[src/rtl/tcw_pkg.sv]
// shared types and constants of the text console character writer
// no dependencies; every other file imports this package
`default_nettype none

package tcw_pkg;

   // field widths of the request and response words
   localparam int ACTION_W      = 1;
   localparam int CHAR_W        = 8;
   localparam int COLOR_W       = 8;
   localparam int READ_OFFSET_W = 12;
   localparam int CURSOR_OUT_W  = 12;
   localparam int BYTE_W        = 8;

   // configuration port
   localparam int CSR_INDEX_W   = 3;
   localparam int CSR_DATA_W    = 8;
   localparam int ROW_SEL_W     = 5;
   localparam int TEXT_ATTR_W   = 4;

   typedef enum logic [CSR_INDEX_W-1:0] {
      CFG_WIN_FIRST  = 3'd0,
      CFG_WIN_LAST   = 3'd1,
      CFG_BG_ATTR    = 3'd2,
      CFG_TEXT_ATTR  = 3'd3,
      CFG_BLANK_CHAR = 3'd4
   } cfg_index_type;

   // control characters
   localparam logic [CHAR_W-1:0] CH_BS    = 8'd8;
   localparam logic [CHAR_W-1:0] CH_TAB   = 8'd9;
   localparam logic [CHAR_W-1:0] CH_LF    = 8'd10;
   localparam logic [CHAR_W-1:0] CH_SPACE = 8'd32;

   localparam logic [BYTE_W-1:0] ATTR_KEEP_MASK = 8'hF0;

   // register resets
   localparam logic [ROW_SEL_W-1:0]   RST_WIN_FIRST  = 5'd0;
   localparam logic [ROW_SEL_W-1:0]   RST_WIN_LAST   = 5'd24;
   localparam logic [BYTE_W-1:0]      RST_BG_ATTR    = 8'd0;
   localparam logic [TEXT_ATTR_W-1:0] RST_TEXT_ATTR  = 4'd7;
   localparam logic [CHAR_W-1:0]      RST_BLANK_CHAR = 8'd32;

   typedef enum logic [1:0] {
      OP_PUT,
      OP_TAB,
      OP_LF,
      OP_BS
   } op_type;

   typedef enum logic [3:0] {
      ST_CLEAR,
      ST_IDLE,
      ST_READ_WAIT,
      ST_DECIDE,
      ST_SCROLL_INIT,
      ST_COPY,
      ST_COPY_LAST,
      ST_BLANK_CHAR,
      ST_BLANK_ATTR,
      ST_APPLY,
      ST_ATTR_PUT,
      ST_NORM,
      ST_FINISH
   } state_type;

   // flags of the shared address unit
   typedef struct packed {
      logic ge;   // sum >= limit
      logic eq;   // sum == limit
   } alu_flags_type;

endpackage

`default_nettype wire

[src/rtl/tcw_addr_alu.sv]
// shared address adder and comparator used by most steps of the sequencer
// depends on tcw_pkg for the flag struct
`default_nettype none

module tcw_addr_alu #(
   parameter int W = 13
) (
   input  wire logic [W-1:0]             a,
   input  wire logic [W-1:0]             b,
   input  wire logic [W-1:0]             limit,
   output logic      [W-1:0]             sum,
   output tcw_pkg::alu_flags_type        flags
);
   import tcw_pkg::*;

   always_comb begin
      sum      = a + b;
      flags.ge = (sum >= limit);
      flags.eq = (sum == limit);
   end

endmodule

`default_nettype wire

[config.mk]
export PLATFORM = sky130hd
export DESIGN_NAME = tcw_addr_alu
export DESIGN_NICKNAME = d
export VERILOG_FILES = /design/src/rtl/tcw_pkg.sv /design/src/rtl/tcw_addr_alu.sv
export SDC_FILE = /design/constraint.sdc
export NUM_CORES = 1
export LEC_CHECK = 0
export ABC_AREA = 1
export BUFFER_PORTS_ARGS = -buffer_cell sky130_fd_sc_hd__buf_2
export CAP_MARGIN = 20
export CORE_MARGIN = 2
export CORE_UTILIZATION = 28
export DETAILED_ROUTE_END_ITERATION = 10
export MAX_ROUTING_LAYER = met4
export PLACE_DENSITY = 0.49
export SYNTH_ARGS = -nofsm -noshare
export SYNTH_HDL_FRONTEND = slang
export SYNTH_SLANG_ARGS = --single-unit
[constraint.sdc]
create_clock -name vclk -period 2.41
set_clock_uncertainty 0.1 [all_clocks]
set_input_delay 0.1205 -clock vclk [all_inputs]
set_output_delay 0.1205 -clock vclk [all_outputs]
set_load 0.005 [all_outputs]
==> results of run 1 <==
==> power breakdown <==
part,internal (W),total [W],switching [W],leakage (nW)
Combinational,0.000267,0.000546,0.000279,1.12
Clock,0,0,0,0
Sequential,0,0,0,0
Total,0.000267,0.000546,0.000279,1.12
==> what timing repair did <==
item,CTS,global route
pin swaps,13,21
setup endpoints to repair,2,2
hold buffers,0,0
resized for setup,16,44
setup buffers,2,2
==> metrics by stage <==
stage | total power, W | instance area (µm²) | std cells | setup TNS, ns
detailed placement | 0.000400 | 1510 | 315 | -0.133
global placement | 0.000401 | 1510 | 315 | -0.0564
floorplan | 0.000240 | 1090 | 201 | 0
finish | 0.000546 | 1880 | 319 | 0
global route | 0.000614 | 1880 | 319 | -0.0631
CTS | 0.000430 | 1620 | 317 | 0
==> cell families after synthesis <==
| logic type | after synthesis |
|---|---|
| AND/OR/NAND/NOR | 106 |
| AO/OA/AOI/OAI | 10 |
| XOR/XNOR | 7 |
| buffers and inverters | 52 |
| adder cells (fa/ha/maj) | 26 |
==> per-layer routing <==
metal | GRT usage [%] | wire length [µm] | vias to the layer above | part of all wire (%)
li1 | - | - | 754 | -
met1 | 19.3 | 1520 | 615 | 47
met2 | 24.3 | 1620 | 20 | 50
met3 | 0 | 78 | 0 | 2.4
met4 | 1.02 | 0 | 0 | 0
met5 | - | 0 | - | 0
==> final timing paths <==
kind,startpoint,endpoint
worst max-delay path,a[0],flags[1]
worst min-delay path,b[0],sum[0]
==> critical path, cell delays in order <==
cell	delay, ns
sky130_fd_sc_hd__buf_4	0.12
sky130_fd_sc_hd__ha_4	0.16
sky130_fd_sc_hd__inv_2	0.05
sky130_fd_sc_hd__fa_2	0.20
sky130_fd_sc_hd__inv_2	0.04
sky130_fd_sc_hd__nand3_2	0.05
sky130_fd_sc_hd__nand3_2	0.08
sky130_fd_sc_hd__buf_4	0.16
sky130_fd_sc_hd__nand2_1	0.06
sky130_fd_sc_hd__nand2_2	0.06
sky130_fd_sc_hd__xor2_2	0.18
sky130_fd_sc_hd__ha_1	0.32
sky130_fd_sc_hd__nand3_2	0.11
sky130_fd_sc_hd__nor2_4	0.12
sky130_fd_sc_hd__nand3_2	0.08
sky130_fd_sc_hd__nand3_2	0.06
sky130_fd_sc_hd__buf_2	0.11
==> layout by cell type (no fill, tap or decap) <==
cell / count
sky130_fd_sc_hd__nand4_1: 5
sky130_fd_sc_hd__inv_2: 3
sky130_fd_sc_hd__nor2_2: 3
sky130_fd_sc_hd__buf_4: 17
sky130_fd_sc_hd__nand3_1: 8
sky130_fd_sc_hd__nor2_1: 6
sky130_fd_sc_hd__nor2_4: 2
sky130_fd_sc_hd__nand2_4: 2
sky130_fd_sc_hd__o21bai_1: 2
sky130_fd_sc_hd__ha_4: 14
sky130_fd_sc_hd__a21oi_2: 6
sky130_fd_sc_hd__xor2_2: 4
sky130_fd_sc_hd__xnor2_1: 1
sky130_fd_sc_hd__buf_6: 1
sky130_fd_sc_hd__a21oi_1: 2
sky130_fd_sc_hd__inv_1: 49
sky130_fd_sc_hd__ha_1: 11
sky130_fd_sc_hd__nand3_2: 10
sky130_fd_sc_hd__nand2_2: 11
sky130_fd_sc_hd__fa_2: 1
sky130_fd_sc_hd__xor2_1: 2
sky130_fd_sc_hd__buf_2: 52
sky130_fd_sc_hd__nand2_1: 59
==> cell type report <==
class	count	area (µm²)	area share (%)
inverters	52	195	10.4
repair buffers	70	399	21.2
well taps	48	60.1	3.19
multi-input cells	149	1230	65.2
==> impl_summary.md, run 1 <==
Cells and area
Cells fill approximately half of the core in the end. The number of sequential storage elements is 0. The area growth from synthesis to layout is 72.3%.

The sequential cell area is 0 µm². The number of nets in the final layout is ~340. The count of clock buffers in the final design is 0. The count of antenna diodes in the layout is 0.

The filler cell count in the final layout is 414. The fraction of layout instances using a drive strength above 1 is between 40% and 50%.

Timing
The timing-limited maximum frequency is around 430 MHz. The total count of hold-check failures in the final report is 0. Setup violations remaining at the end of the flow were counted as 0. After layout, the worst path uses slightly below 100% of the clock period. Headroom to the max-slew limit came out at 85.6%. At the pin with the least slew margin, the transition time is roughly 0.22 ns. The time the final worst path needs with I/O delays and setup is ~2.3 ns. Across all setup checks in the final design, the least slack found is between 0.09 and 0.1 ns. The tightest hold path in the finished design has a slack of ~0.45 ns. The number of pins with negative max-slew slack in the final report was 0.

Logic synthesis
Counting every instance in the synthesized netlist gives about 200. By count the netlist is led by 71 x sky130_fd_sc_hd__nand2_1, 51 x sky130_fd_sc_hd__inv_1, 25 x sky130_fd_sc_hd__ha_1. Summing the areas of all fa, ha and maj instances in the mapped netlist gives 30.5% of the synthesized area. Of the post-synthesis cell area, the part taken by muxes is 0%. The xor/xnor cell area share of the yosys netlist is between 5 and 6%. In the post-synthesis netlist, the biggest area contributors are sky130_fd_sc_hd__ha_1 29%, sky130_fd_sc_hd__nand2_1 24%, sky130_fd_sc_hd__inv_1 18%. The synthesized netlist occupies a cell area of ~1100 µm².

The dominant combinational cell family by area after synthesis is simple AND/OR/NAND/NOR gates. The area share of the largest cell type after synthesis is between 20% and 30%. The simple logic cell fraction of the synthesized area is between 40% and 50%. The number of different library cells in the post-synthesis netlist is 15.

The share of the Yosys chip area taken by registers is 0%. Among all cell types in the netlist, the one instantiated most often is sky130_fd_sc_hd__nand2_1. During synthesis, Yosys emitted a total of 0 warnings.

The complex-gate fraction of the synthesized area is under 10%. The most area-hungry cell type in the Yosys netlist is sky130_fd_sc_hd__ha_1. After synthesis, the mean cell area works out to 5.43 µm². When the netlist entered floorplanning its net count stood at approximately 270.

Worst setup path
The worst path required time is between 2 and 2.5 ns. The endpoint arrival time on the critical path is 2.10 ns. The maximum net fanout on the critical path is 3. The worst setup path is of the in2out kind.

The kind of start point of the critical path is an input pin. The element type at the critical path end is an output pin.

Global routing
The via count of the first global-routing pass came to roughly 1200. The overflow left after global routing is 0. The maximum number of pins on one net before global-route repair is 7.

The number of antenna violations at the first check in global routing is 0. The first global-routing pass estimated 4.92 mm of wire. The global-route total usage across every layer is between 10 and 15%.

Detailed routing
The per-cell via count in the routed design is ~4.4. The wire length per cell after detailed routing is a little over 10 µm. After detailed routing, the number of remaining DRC violations is 0. Once detail routing completed, the nets flagged for antenna violations numbered 0. The total length of routed wires is ~3.2 mm. The first TritonRoute pass finished after 4 iterations.

The violation count after the first detailed-route iteration is 20. The total number of vias is 1389.

Placed design
The final weighted congestion of routability-driven global placement is 0.751. The worst slack at placement is -0.0859 ns. The count of input and output buffers is 54.

The half-perimeter wire length of the detailed placement result is between 2 and 3 mm.

Pwr
The peak supply drop is 76.9 µV. The power density over the cells is ~290 nW/µm². The leakage dissipation is around 1.1 nW.

Min path
Along the worst hold path, the cell count comes to 3. In this run the worst hold path is classified as in2out.

Floorplanning
The floorplan die height is 66.5 µm. From left edge to right edge, the die measures about 66 µm. The initial utilization of the core area, before any placement, comes to 29.4%. The standard-cell row count is 22. The area inside the core boundary is 3720 µm².

54 I/O pins were placed. The floorplan step defined a die boundary enclosing 4420 µm².

Job
The reported max-cap violation count is 0.

Status
The flow ran to the end, and the final reports show no timing, DRC or antenna violations.
No activity file was read; power rests on OpenSTA's default activity.
==> run 2: changes to the inputs <==
Settings changed: SETUP_SLACK_MARGIN set to 0.2.
==> run 2 against run 1 <==
Sequential share of layout area is the same. Setup slack lost 0.0059 ns. Power shrank 3.1%. Via count shrank 0.94%. Largest cell class unchanged. Critical path depth grew 2.
==> impl_summary.md, run 2 (synthesized netlist as in run 1, its figures left out) <==
Status
The flow ran to the end, and the final reports show no timing, DRC or antenna violations.

Timing
The total count of hold-check failures in the final report is 0. At the pin with the least slew margin, the transition time is 0.246 ns. Setup repair after global routing could not meet its margin everywhere. Measured against its own limit, the worst slew margin works out to between 80% and 90%. The timing-limited maximum frequency is ~430 MHz. The tightest hold path in the finished design has a slack of around 0.43 ns.

The number of pins with negative max-slew slack in the final report is 0. The smallest clock period supported by the final layout is computed as between 2 and 2.5 ns. In the finished design, the share of the clock period the worst path needs comes to roughly 96%. The setup violation total in the final timing report is 0.

Worst setup path
The cell type with the highest occurrence count on the critical path is sky130_fd_sc_hd__nand3_2. Grouping stages by cell kind, the critical path spends the most delay in simple AND/OR/NAND/NOR gates. The endpoint arrival time on the critical path is 2.10 ns.

The critical path contains buffers and inverters numbering 6 combined. Data on the critical path is required at its endpoint by around 2.2 ns. The element type at the critical path end is an output pin. The cell with the largest stage delay on the worst path is sky130_fd_sc_hd__fa_2. The maximum net fanout on the critical path is 2.

The largest single stage delay on the critical path is 0.34 ns. The signal on the critical path passes through buf_8 > ha_4 > inv_2 > fa_2 > inv_2 > buf_6 > nand3_2 > nand3_2 > nand2_1 > nand2_2 > ha_4 > nand2_2 > nor2_4 > buf_6 > nand2_2 > nand3_2 > nor2_2 > nand3_2 > buf_2. The cell count along the critical path is 19. The kind of start point of the critical path is an input pin.

The startpoint-to-endpoint class of the critical path is in2out.

Detailed routing
The wire length per cell after detailed routing is 10.1 µm. For this block, the initial DRC count from the detailed router was 25. The total number of vias is ~1400.

The per-cell via count in the routed design is roughly 4.3. The number of search-and-repair iterations in the first detailed-routing pass is 4. The total length of routed wires is 3.22 mm.

After detailed routing, the number of remaining DRC violations is 0. The count of nets left with antenna violations once routing finished came out at 0.

Floorplanning
The standard-cell row count is 22. From left edge to right edge, the die measures 66.5 µm. The top-level port count is 54.

The effective utilization at floorplan is between 20% and 30%. The floorplan die height is 66.5 µm. The die covers between 4000 and 5000 µm². The area inside the core boundary is about 3700 µm².

Global routing
Across every metal layer, demand over resource in global routing totals around 14%. The first global-routing pass estimated slightly below 5 mm of wire. The number of antenna violations at the first check in global routing is 0. The via count of the first global-routing pass is about 1200.

The overflow left after global routing is 0. Entering global routing, the biggest net connects 7 pins.

Pwr
The analysis attributes to cell leakage a power of approximately 1.1 nW. The power density over the cells is around 280 nW/µm². The peak supply drop is 76.6 µV. After layout, the design draws a total of around 0.00053 W.

Min path
The min-delay analysis places its worst path in the category in2out. The number of stages on the worst hold path is 3.

Placed design
The count of input and output buffers is 54. The half-perimeter wire length of the detailed placement result is 2.68 mm. At the end of routability-driven placement, the weighted congestion stood at between 0.7 and 0.8.

Cells and area
The library cell used most frequently in the layout, excluding fill and tap cells, is sky130_fd_sc_hd__nand2_1. The count of clock buffers in the final design is 0. In the final layout, the share of cells above drive strength 1 is 45.6%. After filler insertion, the fill cell instance count of the layout stands at between 300 and 400. In the layout the commonest cells are 58 x sky130_fd_sc_hd__nand2_1, 52 x sky130_fd_sc_hd__buf_2, 49 x sky130_fd_sc_hd__inv_1. The sequential cell area is 0 µm².

The number of sequential storage elements is 0. 0 antenna diodes ended up in the layout. The number of nets in the final layout is roughly 340. Relative to the synthesized area, the layout overhead comes to 71.7%.

Job
The reported max-cap violation count is 0.
==> run 2: changes by cell type in the layout (fill, tap and decap cells not counted), moves of 2 or more <==
cell	delta
sky130_fd_sc_hd__xor2_1	+2
sky130_fd_sc_hd__a21oi_2	-3
sky130_fd_sc_hd__buf_6	+2
sky130_fd_sc_hd__a21oi_1	+3
sky130_fd_sc_hd__xor2_2	-2
sky130_fd_sc_hd__buf_4	-4
==> run 2: layout make-up <==
| cell class | instances | area (µm²) | area share, % |
|---|---|---|---|
| Tap cell | 48 | 60.1 | 3.20 |
| Inverter | 52 | 195 | 10.4 |
| Timing Repair Buffer | 69 | 407 | 21.7 |
| Multi-Input combinational cell | 149 | 1210 | 64.7 |
==> run 2: where the power goes <==
part | internal (W) | leakage, nW | switching [W] | total, W
registers | 0 | 0 | 0 | 0
logic | 0.000258 | 1.13 | 0.000271 | 0.000529
clock network | 0 | 0 | 0 | 0
==> run 2: path summary, 6_finish.rpt <==
check / slack (ns) / end / start
setup / recovery: 0.09 / flags[1] / a[0]
hold / removal: 0.43 / sum[0] / b[0]
==> run 2: timing repair <==
action                     4_1_cts  5_1_grt
hold buffers                     0        0
pin swaps                       15       16
setup endpoints to repair        2        2
setup buffers                    1        3
gates resized for setup         22       38
==> run 2: per-stage QoR <==
step                cell area, µm²  setup slack (ns)  util, %  std cells  setup TNS [ns]
floorplan                     1090             0.239        -        201               0
global placement              1510            0.0162     40.6        314               0
detailed placement            1510           -0.0476     40.6        314         -0.0476
CTS                           1650            0.0480     44.3        315               0
global route                  1880           -0.0479     50.5        318         -0.0921
finish                        1880            0.0883     50.5        318               0
==> run 2: per-layer routing <==
metal  GRT usage (%)  routed length, µm  vias up
li1                -                  -      751
met5               -                  0        -
met4           0.510                  8        0
met3           0.169                 83        2
met2            24.8               1580       23
met1            19.5               1550      600
